File: config.mk
export PLATFORM = sky130hd
export DESIGN_NAME = quoted_line_tokenizer
export DESIGN_NICKNAME = d
export VERILOG_FILES = /design/src/rtl/core/qlt_pkg.sv /design/src/rtl/core/qlt_core.sv /design/src/rtl/core/quoted_line_tokenizer.sv
export SDC_FILE = /design/constraint.sdc
export NUM_CORES = 1
export LEC_CHECK = 0
export BUFFER_PORTS_ARGS = -buffer_cell sky130_fd_sc_hd__buf_2
export CORE_ASPECT_RATIO = 0.8
export CORE_UTILIZATION = 45
export DETAILED_ROUTE_END_ITERATION = 8
export PLACE_DENSITY_LB_ADDON = 0.15
export REMOVE_ABC_BUFFERS = 1
export SETUP_SLACK_MARGIN = 0.2
export SYNTH_ARGS = -nofsm -noshare
export SYNTH_HDL_FRONTEND = slang
export SYNTH_SLANG_ARGS = --single-unit
File: constraint.sdc
create_clock -name clk_i -period 3.3 [get_ports clk_i]
set_input_delay 0.66 -clock clk_i [delete_from_list [all_inputs] [get_ports clk_i]]
set_output_delay 0.66 -clock clk_i [all_outputs]
set_load 0.01 [all_outputs]
File: src/rtl/core/qlt_pkg.sv
`timescale 1ns / 1ps
`default_nettype none

package qlt_pkg;

  // Line capacity and token limit
  localparam int LINE_BYTES = 256;
  localparam int MAX_ARGS   = 8;

  localparam int CHARS_W = $clog2(LINE_BYTES);
  localparam int TOK_W   = $clog2(MAX_ARGS + 2);

  localparam logic [CHARS_W-1:0] CHAR_LIMIT = CHARS_W'(LINE_BYTES - 1);
  localparam logic [TOK_W-1:0]   TOK_MAX    = TOK_W'(MAX_ARGS);

  // Result queue
  localparam int FIFO_DEPTH = 4;
  localparam int PTR_W      = $clog2(FIFO_DEPTH);
  localparam int CNT_W      = $clog2(FIFO_DEPTH + 1);

  localparam logic [7:0] CH_NUL    = 8'h00;
  localparam logic [7:0] CH_TAB    = 8'h09;
  localparam logic [7:0] CH_LF     = 8'h0A;
  localparam logic [7:0] CH_CR     = 8'h0D;
  localparam logic [7:0] CH_SPACE  = 8'h20;
  localparam logic [7:0] CH_QUOTE  = 8'h22;
  localparam logic [7:0] CH_HASH   = 8'h23;
  localparam logic [7:0] CH_BSLASH = 8'h5C;

  typedef enum logic [2:0] {
    PH_BETWEEN,
    PH_PLAIN,
    PH_QUOTE,
    PH_BSLASH,
    PH_AFTERQ,
    PH_DONE
  } phase_e;

  typedef enum logic [1:0] {
    KIND_CHAR,
    KIND_TOK_END,
    KIND_LINE_END
  } kind_e;

  typedef enum logic [2:0] {
    ST_OK,
    ST_BLANK,
    ST_TOO_MANY,
    ST_UNTERM,
    ST_JUNK
  } status_e;

  typedef struct packed {
    kind_e      kind;
    logic [7:0] ch;
    logic [3:0] idx;
    status_e    status;
    logic [3:0] argc;
    logic       name;
    logic       ovf;
    logic       last;
  } result_t;

  function automatic result_t mk_char(logic [7:0] c, logic [TOK_W-1:0] tok);
    result_t r;
    r      = '0;
    r.kind = KIND_CHAR;
    r.ch   = c;
    r.idx  = 4'(tok);
    return r;
  endfunction

  function automatic result_t mk_tok_end(logic [TOK_W-1:0] tok);
    result_t r;
    r      = '0;
    r.kind = KIND_TOK_END;
    r.idx  = 4'(tok);
    return r;
  endfunction

  function automatic result_t mk_line_end(status_e st, logic [3:0] argc, logic name,
                                          logic ovf);
    result_t r;
    r        = '0;
    r.kind   = KIND_LINE_END;
    r.status = st;
    r.argc   = argc;
    r.name   = name;
    r.ovf    = ovf;
    return r;
  endfunction

endpackage

`default_nettype wire

File: src/rtl/core/qlt_core.sv
`timescale 1ns / 1ps
`default_nettype none

module qlt_core (
  input  wire logic                      clk_i,
  input  wire logic                      rst_ni,
  input  wire logic                      acc_i,
  input  wire logic [7:0]                byte_i,
  output qlt_pkg::result_t [1:0]         res_o,
  output logic [1:0]                     n_o
);

  qlt_pkg::phase_e                  phase_q, phase_d;
  logic [qlt_pkg::TOK_W-1:0]        tokens_q, tokens_d;
  logic [qlt_pkg::CHARS_W-1:0]      chars_q, chars_d;
  logic                             ovf_q, ovf_d;
  qlt_pkg::status_e                 err_q, err_d;

  logic is_lf, is_cr, is_ws, room, tok_end_view, qerr_view;

  assign is_lf = (byte_i == qlt_pkg::CH_LF);
  assign is_cr = (byte_i == qlt_pkg::CH_CR);
  assign is_ws = (byte_i == qlt_pkg::CH_SPACE) || (byte_i == qlt_pkg::CH_TAB);
  assign room  = (chars_q < qlt_pkg::CHAR_LIMIT);
  // what closing the view does from the current phase
  assign tok_end_view = (phase_q == qlt_pkg::PH_PLAIN) || (phase_q == qlt_pkg::PH_AFTERQ);
  assign qerr_view    = (phase_q == qlt_pkg::PH_QUOTE) || (phase_q == qlt_pkg::PH_BSLASH);

  // next state
  always_comb begin
    phase_d  = phase_q;
    tokens_d = tokens_q;
    chars_d  = chars_q;
    ovf_d    = ovf_q;
    err_d    = err_q;
    if (is_lf) begin
      phase_d  = qlt_pkg::PH_BETWEEN;
      tokens_d = '0;
      chars_d  = '0;
      ovf_d    = 1'b0;
      err_d    = qlt_pkg::ST_OK;
    end else if (!is_cr) begin
      if (room) begin
        chars_d = chars_q + 1'b1;
      end else begin
        ovf_d = 1'b1;
      end
      if ((room && byte_i == qlt_pkg::CH_NUL) ||
          (!room && phase_q != qlt_pkg::PH_DONE)) begin
        if (tok_end_view) begin
          tokens_d = tokens_q + 1'b1;
        end else if (qerr_view) begin
          err_d = qlt_pkg::ST_UNTERM;
        end
        phase_d = qlt_pkg::PH_DONE;
      end else if (room) begin
        case (phase_q)
          qlt_pkg::PH_BETWEEN: begin
            if (is_ws) begin
              phase_d = qlt_pkg::PH_BETWEEN;
            end else if (tokens_q == '0 && byte_i == qlt_pkg::CH_HASH) begin
              err_d   = qlt_pkg::ST_BLANK;
              phase_d = qlt_pkg::PH_DONE;
            end else if (tokens_q > qlt_pkg::TOK_MAX) begin
              err_d   = qlt_pkg::ST_TOO_MANY;
              phase_d = qlt_pkg::PH_DONE;
            end else if (byte_i == qlt_pkg::CH_QUOTE) begin
              phase_d = qlt_pkg::PH_QUOTE;
            end else begin
              phase_d = qlt_pkg::PH_PLAIN;
            end
          end
          qlt_pkg::PH_PLAIN: begin
            if (is_ws) begin
              tokens_d = tokens_q + 1'b1;
              phase_d  = qlt_pkg::PH_BETWEEN;
            end
          end
          qlt_pkg::PH_QUOTE: begin
            if (byte_i == qlt_pkg::CH_QUOTE) begin
              phase_d = qlt_pkg::PH_AFTERQ;
            end else if (byte_i == qlt_pkg::CH_BSLASH) begin
              phase_d = qlt_pkg::PH_BSLASH;
            end
          end
          qlt_pkg::PH_BSLASH: begin
            phase_d = qlt_pkg::PH_QUOTE;
          end
          qlt_pkg::PH_AFTERQ: begin
            if (is_ws) begin
              tokens_d = tokens_q + 1'b1;
              phase_d  = qlt_pkg::PH_BETWEEN;
            end else begin
              err_d   = qlt_pkg::ST_JUNK;
              phase_d = qlt_pkg::PH_DONE;
            end
          end
          default: begin
            phase_d = phase_q;
          end
        endcase
      end
    end
  end

  // results
  logic [qlt_pkg::TOK_W-1:0] tok_after;
  qlt_pkg::status_e          st;
  logic [3:0]                argc;
  logic                      name;
  qlt_pkg::result_t          line_res;

  always_comb begin
    tok_after = tok_end_view ? tokens_q + 1'b1 : tokens_q;
    st        = qerr_view ? qlt_pkg::ST_UNTERM : err_q;
    if (st == qlt_pkg::ST_OK && tok_after == '0) begin
      st = qlt_pkg::ST_BLANK;
    end
    argc = '0;
    name = 1'b0;
    if (st == qlt_pkg::ST_OK) begin
      argc = 4'(tok_after - 1'b1);
      name = 1'b1;
    end else if ((st == qlt_pkg::ST_UNTERM || st == qlt_pkg::ST_JUNK) && tok_after != '0) begin
      name = 1'b1;
    end
    line_res = qlt_pkg::mk_line_end(st, argc, name, ovf_q);
  end

  always_comb begin
    res_o[0] = '0;
    res_o[1] = '0;
    n_o      = 2'd0;
    if (is_lf) begin
      if (tok_end_view) begin
        res_o[0] = qlt_pkg::mk_tok_end(tokens_q);
        res_o[1] = line_res;
        n_o      = 2'd2;
      end else begin
        res_o[0] = line_res;
        n_o      = 2'd1;
      end
    end else if (!is_cr) begin
      if ((room && byte_i == qlt_pkg::CH_NUL) || !room) begin
        if (tok_end_view) begin
          res_o[0] = qlt_pkg::mk_tok_end(tokens_q);
          n_o      = 2'd1;
        end
      end else begin
        case (phase_q)
          qlt_pkg::PH_BETWEEN: begin
            if (!is_ws && !(tokens_q == '0 && byte_i == qlt_pkg::CH_HASH) &&
                !(tokens_q > qlt_pkg::TOK_MAX) && byte_i != qlt_pkg::CH_QUOTE) begin
              res_o[0] = qlt_pkg::mk_char(byte_i, tokens_q);
              n_o      = 2'd1;
            end
          end
          qlt_pkg::PH_PLAIN: begin
            res_o[0] = is_ws ? qlt_pkg::mk_tok_end(tokens_q)
                             : qlt_pkg::mk_char(byte_i, tokens_q);
            n_o      = 2'd1;
          end
          qlt_pkg::PH_QUOTE: begin
            if (byte_i != qlt_pkg::CH_QUOTE && byte_i != qlt_pkg::CH_BSLASH) begin
              res_o[0] = qlt_pkg::mk_char(byte_i, tokens_q);
              n_o      = 2'd1;
            end
          end
          qlt_pkg::PH_BSLASH: begin
            if (byte_i == qlt_pkg::CH_QUOTE || byte_i == qlt_pkg::CH_BSLASH) begin
              res_o[0] = qlt_pkg::mk_char(byte_i, tokens_q);
              n_o      = 2'd1;
            end else begin
              // not an escape: the backslash stays literal
              res_o[0] = qlt_pkg::mk_char(qlt_pkg::CH_BSLASH, tokens_q);
              res_o[1] = qlt_pkg::mk_char(byte_i, tokens_q);
              n_o      = 2'd2;
            end
          end
          qlt_pkg::PH_AFTERQ: begin
            if (is_ws) begin
              res_o[0] = qlt_pkg::mk_tok_end(tokens_q);
              n_o      = 2'd1;
            end
          end
          default: begin
            n_o = 2'd0;
          end
        endcase
      end
    end
    if (n_o == 2'd1) begin
      res_o[0].last = 1'b1;
    end else if (n_o == 2'd2) begin
      res_o[1].last = 1'b1;
    end
  end

  always_ff @(posedge clk_i or negedge rst_ni) begin
    if (!rst_ni) begin
      phase_q  <= qlt_pkg::PH_BETWEEN;
      tokens_q <= '0;
      chars_q  <= '0;
      ovf_q    <= 1'b0;
      err_q    <= qlt_pkg::ST_OK;
    end else if (acc_i) begin
      phase_q  <= phase_d;
      tokens_q <= tokens_d;
      chars_q  <= chars_d;
      ovf_q    <= ovf_d;
      err_q    <= err_d;
    end
  end

  a_err_implies_done: assert property (@(posedge clk_i) disable iff (!rst_ni)
    (err_q != qlt_pkg::ST_OK) |-> (phase_q == qlt_pkg::PH_DONE))
    else $error("line error recorded while still tokenizing");

  a_newline_clears: assert property (@(posedge clk_i) disable iff (!rst_ni)
    (acc_i && is_lf) |=> (phase_q == qlt_pkg::PH_BETWEEN && tokens_q == '0 && !ovf_q))
    else $error("line state not cleared after newline");

  a_tokens_bounded: assert property (@(posedge clk_i) disable iff (!rst_ni)
    tokens_q <= qlt_pkg::TOK_MAX + 1'b1)
    else $error("completed token count beyond limit");

  a_last_marks_final: assert property (@(posedge clk_i) disable iff (!rst_ni)
    (n_o == 2'd2) |-> (res_o[1].last && !res_o[0].last))
    else $error("last flag not on the final result");

endmodule

`default_nettype wire

File: src/rtl/core/quoted_line_tokenizer.sv
`timescale 1ns / 1ps
`default_nettype none

// Port group   Direction  Handshake              Payload
// input byte   in         in_valid_i/in_stall_o  byte_in_i
// result       out        out_valid_o/out_stall_i result_kind_o .. last_of_run_o
//
// A byte is decoded in the cycle it transfers; its 0 to 2 results land in a
// 4-entry result queue that drives the output ports from registers.
// One result leaves per cycle while out_stall_i is low, and bytes keep
// transferring while earlier results still wait in the queue.
// in_stall_o rises when fewer than two queue entries are free.
// Reset puts the tokenizer between tokens on an empty line and empties the queue.

module quoted_line_tokenizer (
  input  wire logic       clk_i,
  input  wire logic       rst_ni,
  input  wire logic       in_valid_i,
  output logic            in_stall_o,
  input  wire logic [7:0] byte_in_i,
  output logic            out_valid_o,
  input  wire logic       out_stall_i,
  output logic [1:0]      result_kind_o,
  output logic [7:0]      char_out_o,
  output logic [3:0]      token_index_o,
  output logic [2:0]      line_status_o,
  output logic [3:0]      arg_count_o,
  output logic            name_present_o,
  output logic            overflowed_o,
  output logic            last_of_run_o
);

  qlt_pkg::result_t [1:0]          res;
  logic [1:0]                      n;
  logic                            in_acc, out_acc;
  qlt_pkg::result_t                mem_q [qlt_pkg::FIFO_DEPTH];
  logic [qlt_pkg::PTR_W-1:0]       wr_ptr_q, wr_ptr_d, rd_ptr_q, rd_ptr_d;
  logic [qlt_pkg::CNT_W-1:0]       count_q, count_d;
  qlt_pkg::result_t                head;

  assign in_stall_o = (count_q > qlt_pkg::CNT_W'(qlt_pkg::FIFO_DEPTH - 2));
  assign in_acc     = in_valid_i && !in_stall_o;
  assign out_valid_o = (count_q != '0);
  assign out_acc    = out_valid_o && !out_stall_i;

  qlt_core u_core (
    .clk_i  (clk_i),
    .rst_ni (rst_ni),
    .acc_i  (in_acc),
    .byte_i (byte_in_i),
    .res_o  (res),
    .n_o    (n)
  );

  always_comb begin
    wr_ptr_d = wr_ptr_q;
    rd_ptr_d = rd_ptr_q;
    count_d  = count_q;
    if (in_acc) begin
      wr_ptr_d = wr_ptr_q + qlt_pkg::PTR_W'(n);
      count_d  = count_q + qlt_pkg::CNT_W'(n);
    end
    if (out_acc) begin
      rd_ptr_d = rd_ptr_q + 1'b1;
      count_d  = count_d - 1'b1;
    end
  end

  always_ff @(posedge clk_i or negedge rst_ni) begin
    if (!rst_ni) begin
      wr_ptr_q <= '0;
      rd_ptr_q <= '0;
      count_q  <= '0;
    end else begin
      wr_ptr_q <= wr_ptr_d;
      rd_ptr_q <= rd_ptr_d;
      count_q  <= count_d;
    end
  end

  always_ff @(posedge clk_i) begin
    if (in_acc && n != 2'd0) begin
      mem_q[wr_ptr_q] <= res[0];
    end
    if (in_acc && n == 2'd2) begin
      mem_q[wr_ptr_q + 1'b1] <= res[1];
    end
  end

  assign head           = mem_q[rd_ptr_q];
  assign result_kind_o  = head.kind;
  assign char_out_o     = head.ch;
  assign token_index_o  = head.idx;
  assign line_status_o  = head.status;
  assign arg_count_o    = head.argc;
  assign name_present_o = head.name;
  assign overflowed_o   = head.ovf;
  assign last_of_run_o  = head.last;

  a_count_bounded: assert property (@(posedge clk_i) disable iff (!rst_ni)
    count_q <= qlt_pkg::CNT_W'(qlt_pkg::FIFO_DEPTH))
    else $error("result queue count beyond depth");

  a_no_overrun: assert property (@(posedge clk_i) disable iff (!rst_ni)
    in_acc |-> ((count_q + qlt_pkg::CNT_W'(n)) <= qlt_pkg::CNT_W'(qlt_pkg::FIFO_DEPTH)))
    else $error("byte transfer would overrun result queue");

  a_ptr_gap: assert property (@(posedge clk_i) disable iff (!rst_ni)
    (count_q != qlt_pkg::CNT_W'(qlt_pkg::FIFO_DEPTH)) |->
      (qlt_pkg::PTR_W'(wr_ptr_q - rd_ptr_q) == qlt_pkg::PTR_W'(count_q)))
    else $error("queue pointers disagree with count");

endmodule

`default_nettype wire
==> impl_metrics.ini <==
[status]
status = finished with violations
violations = design-rule violations

[critical_path]
path_delay_family = adder cells
worst-path-max-fanout = 10
cp-start-kind = flop
path_buf_inv = 1
critPathArrivalTime_ns = 3.31
required_ns = 3.60
r2r_cells = 13
crit_cells = 13
end_kind = flop
critical_path.cell_chain = nand2b_1, a21o_1, inv_1, nand2_1, o211ai_1, o21ai_2, nor2_2, ha_2, fa_1, mux2i_2, ha_2, nand2_2, xor2_1
r2r_setup_slack_ns = 0.29
crit_type = reg -> reg
critPathMaxStageDelay_ns = 0.48
cpMostUsedCell = ha_2
crit_path_top_delay_cell = dfrtp_2

[hold_path]
hold_path_class = in -> async

[timing]
report.final.slew_viol_count = 0
finClkSkew_ns = 0.00779
final.period_utilization_pct = 91.1
fin_ws_ns = 0.292
timing.fmax_mhz = 332
finalHoldViolCount = 0
rsz0062_at_grt = no
period_needed_ns = 3.01
slew-limit-headroom_pct = 48.9
hold_slack_ns = 0.261
setup_viol = 0
max_slew.worst_pin.slew_ns = 0.761
setup_tns_ns = 0

[floorplan]
ios = 38
rows = 39
die_x_um = 139
core-area_um2 = 14500
start_util_pct = 46.7
fp.dieArea_um2 = 15500
die_h_um = 112

[drt]
drt_first_pass_iters = 9
viasPerCell = 5.97
routed_wl_um = 18700
wl_per_cell_um = 20.4
drt_iter0_drc = 582
vias = 5467
ant_nets = 0
drc = 5

[cts]
clk_pin_slew_worst_paths_ns = 0.05
cts_buffer_depth = 2
tritoncts = built
numCtsBuffers = 17
clkLatencyLatePin_ns = 0.42
htree_levels = 4
ctsRootBufferMaster = clkbuf_16
cts_hold_buf = 0
cts_num_sinks = 122

[yosys]
synth-seq-area-share_pct = 51.6
synth_cells = 603
synth_edf_count = 92
yosysUniqueCellTypes = 73
synthArstFlopShare_pct = 21.3
synth-seq-cells = 122
synth_ff_type = edfxtp_1
syn_area_per_cell_um2 = 11.2
syn-cell-area_um2 = 6760
synth_warnings = 0

[power_and_ir_drop]
worst_ir_drop_vdd_mv = 0.551
p_leak_nw = 3.28
power.density_nw_per_um2 = 774

[place]
hpwl_um = 14100
pre_cts_ws_ns = -0.323
portBuffers = 37
place.gp.congestion = 0.953

[grt]
grt_pass1_wl_um = 29800
grt_pass1_vias = 5431
antenna_found_initial = 0
grtUsageTotal_pct = 25.7
grt_max_degree = 27
grt_overflow = 0

[cells_and_area]
nets = 740
drive_gt1_share_pct = 30.3
fin_util_pct = 58.8
insertedDiodeCount = 0
area_growth_pct = 25.9

[run]
cap_violations = 0
==> Yosys cell counts (5+ instances only) <==
library cell | number | share of area (%)
nand2b_1 | 9 | 0.83
and2_1 | 5 | 0.46
inv_1 | 20 | 1.1
dfrtp_1 | 26 | 9.6
or3_1 | 5 | 0.46
xnor2_1 | 7 | 0.91
ha_1 | 8 | 1.5
xor2_1 | 5 | 0.65
nand4_1 | 6 | 0.55
edfxtp_1 | 92 | 41
nor3b_1 | 5 | 0.55
clkbuf_1 | 26 | 1.4
a21oi_1 | 27 | 2.0
nand3_1 | 27 | 2.0
a21boi_1 | 6 | 0.67
o21ai_0 | 19 | 1.4
o22ai_1 | 26 | 2.4
o2bb2ai_1 | 12 | 1.6
nor3_1 | 7 | 0.52
nand2_1 | 55 | 3.1
nor2_1 | 67 | 3.7
mux2i_1 | 10 | 1.5
o211ai_1 | 12 | 1.3
mux4_2 | 24 | 8.0
buf_2 | 9 | 0.67
a31oi_1 | 5 | 0.46
==> kinds of logic after synthesis <==
kind of cell,after synthesis,share of synthesized area (%)
muxes,36,9.80
DFF,122,51.6
buffers and inverters,58,3.38
xor gates and xnor gates,12,1.55
and+or+nand+nor,212,15.6
AOI/OAI and AO/OA,153,16.1
adders and majority gates,10,1.92
==> repair_timing <==
action | in CTS | in global routing
pin swaps | 2 | 10
setup buffers | 2 | 4
endpoints found under the setup margin | 2 | 2
resized for setup | 3 | 21
==> per-stage QoR <==
stage | instances | cell area (µm²) | total power [W]
final | 916 | 8520 | 0.00659
after global routing | 916 | 8520 | 0.00696
after CTS | 912 | 8420 | 0.00655
after detailed placement | 878 | 7800 | 0.00463
after global placement | 878 | 7800 | 0.00459
after floorplan | 566 | 6610 | 0.00363
==> sequential cells by signal, summed over array words and instances (netlist names) <==
signal,count
wr_ptr_q,2
count_q,3
u_core.chars_q,8
rd_ptr_q,2
u_core.phase_q,3
mem_q,96
u_core.tokens_q,4
u_core.ovf_q,1
u_core.err_q,3
==> worst paths after layout <==
| check | startpoint | to |
|---|---|---|
| setup / recovery | u_core.phase_q[0] | count_q[2] |
| hold / removal | rst_ni | u_core.chars_q[5] |
| setup reg to reg | u_core.phase_q[0] | count_q[2] |
| max in group asynchronous | rst_ni | rd_ptr_q[0] |
| hold reg to reg | mem_q[0][22] | mem_q[0][22] |
| min in group clk_i | mem_q[0][22] | mem_q[0][22] |
==> power by group <==
group          internal (W)  switching, W
registers           0.00191      0.000247
logic               0.00120       0.00135
clock network       0.00119      0.000694
==> area by class of cell <==
type / instances / area [µm²]
fill: 1194 / 5980
sequential: 122 / 3500
multi-input combinational: 423 / 3100
timing repair buffer: 134 / 1010
clock buffer: 18 / 429
tap: 184 / 230
clock inverter: 14 / 170
inverter: 21 / 78.8
==> cell usage in the layout, fill, tap and decap left out, types with 12 or more instances in the layout <==
cell type	n
nand2_1	54
mux4_2	24
a21oi_1	27
o2bb2ai_1	12
nand3_1	26
dfrtp_1	24
o211ai_1	12
clkbuf_16	17
buf_2	35
inv_1	19
edfxtp_1	92
o22ai_1	26
nor2_1	66
o21ai_0	18
buf_4	90
==> layer usage <==
metal	global-route usage, %	share of wire (%)	vias to the layer above
met3	5.38	6.5	23
met2	37.4	44	211
met1	38.3	48	2697
met5	0	0	-
li1	-	-	2536
met4	7.85	1.6	0
==> worst register-to-register path, cell delays in order, from the launching register on <==
cell,delay [ns]
dfrtp_2,0.48
nand2b_1,0.23
a21o_1,0.22
inv_1,0.08
nand2_1,0.07
o211ai_1,0.28
o21ai_2,0.11
nor2_2,0.17
ha_2,0.21
fa_1,0.42
mux2i_2,0.22
ha_2,0.21
nand2_2,0.05
xor2_1,0.15
Power figures use the tool's default switching activity.
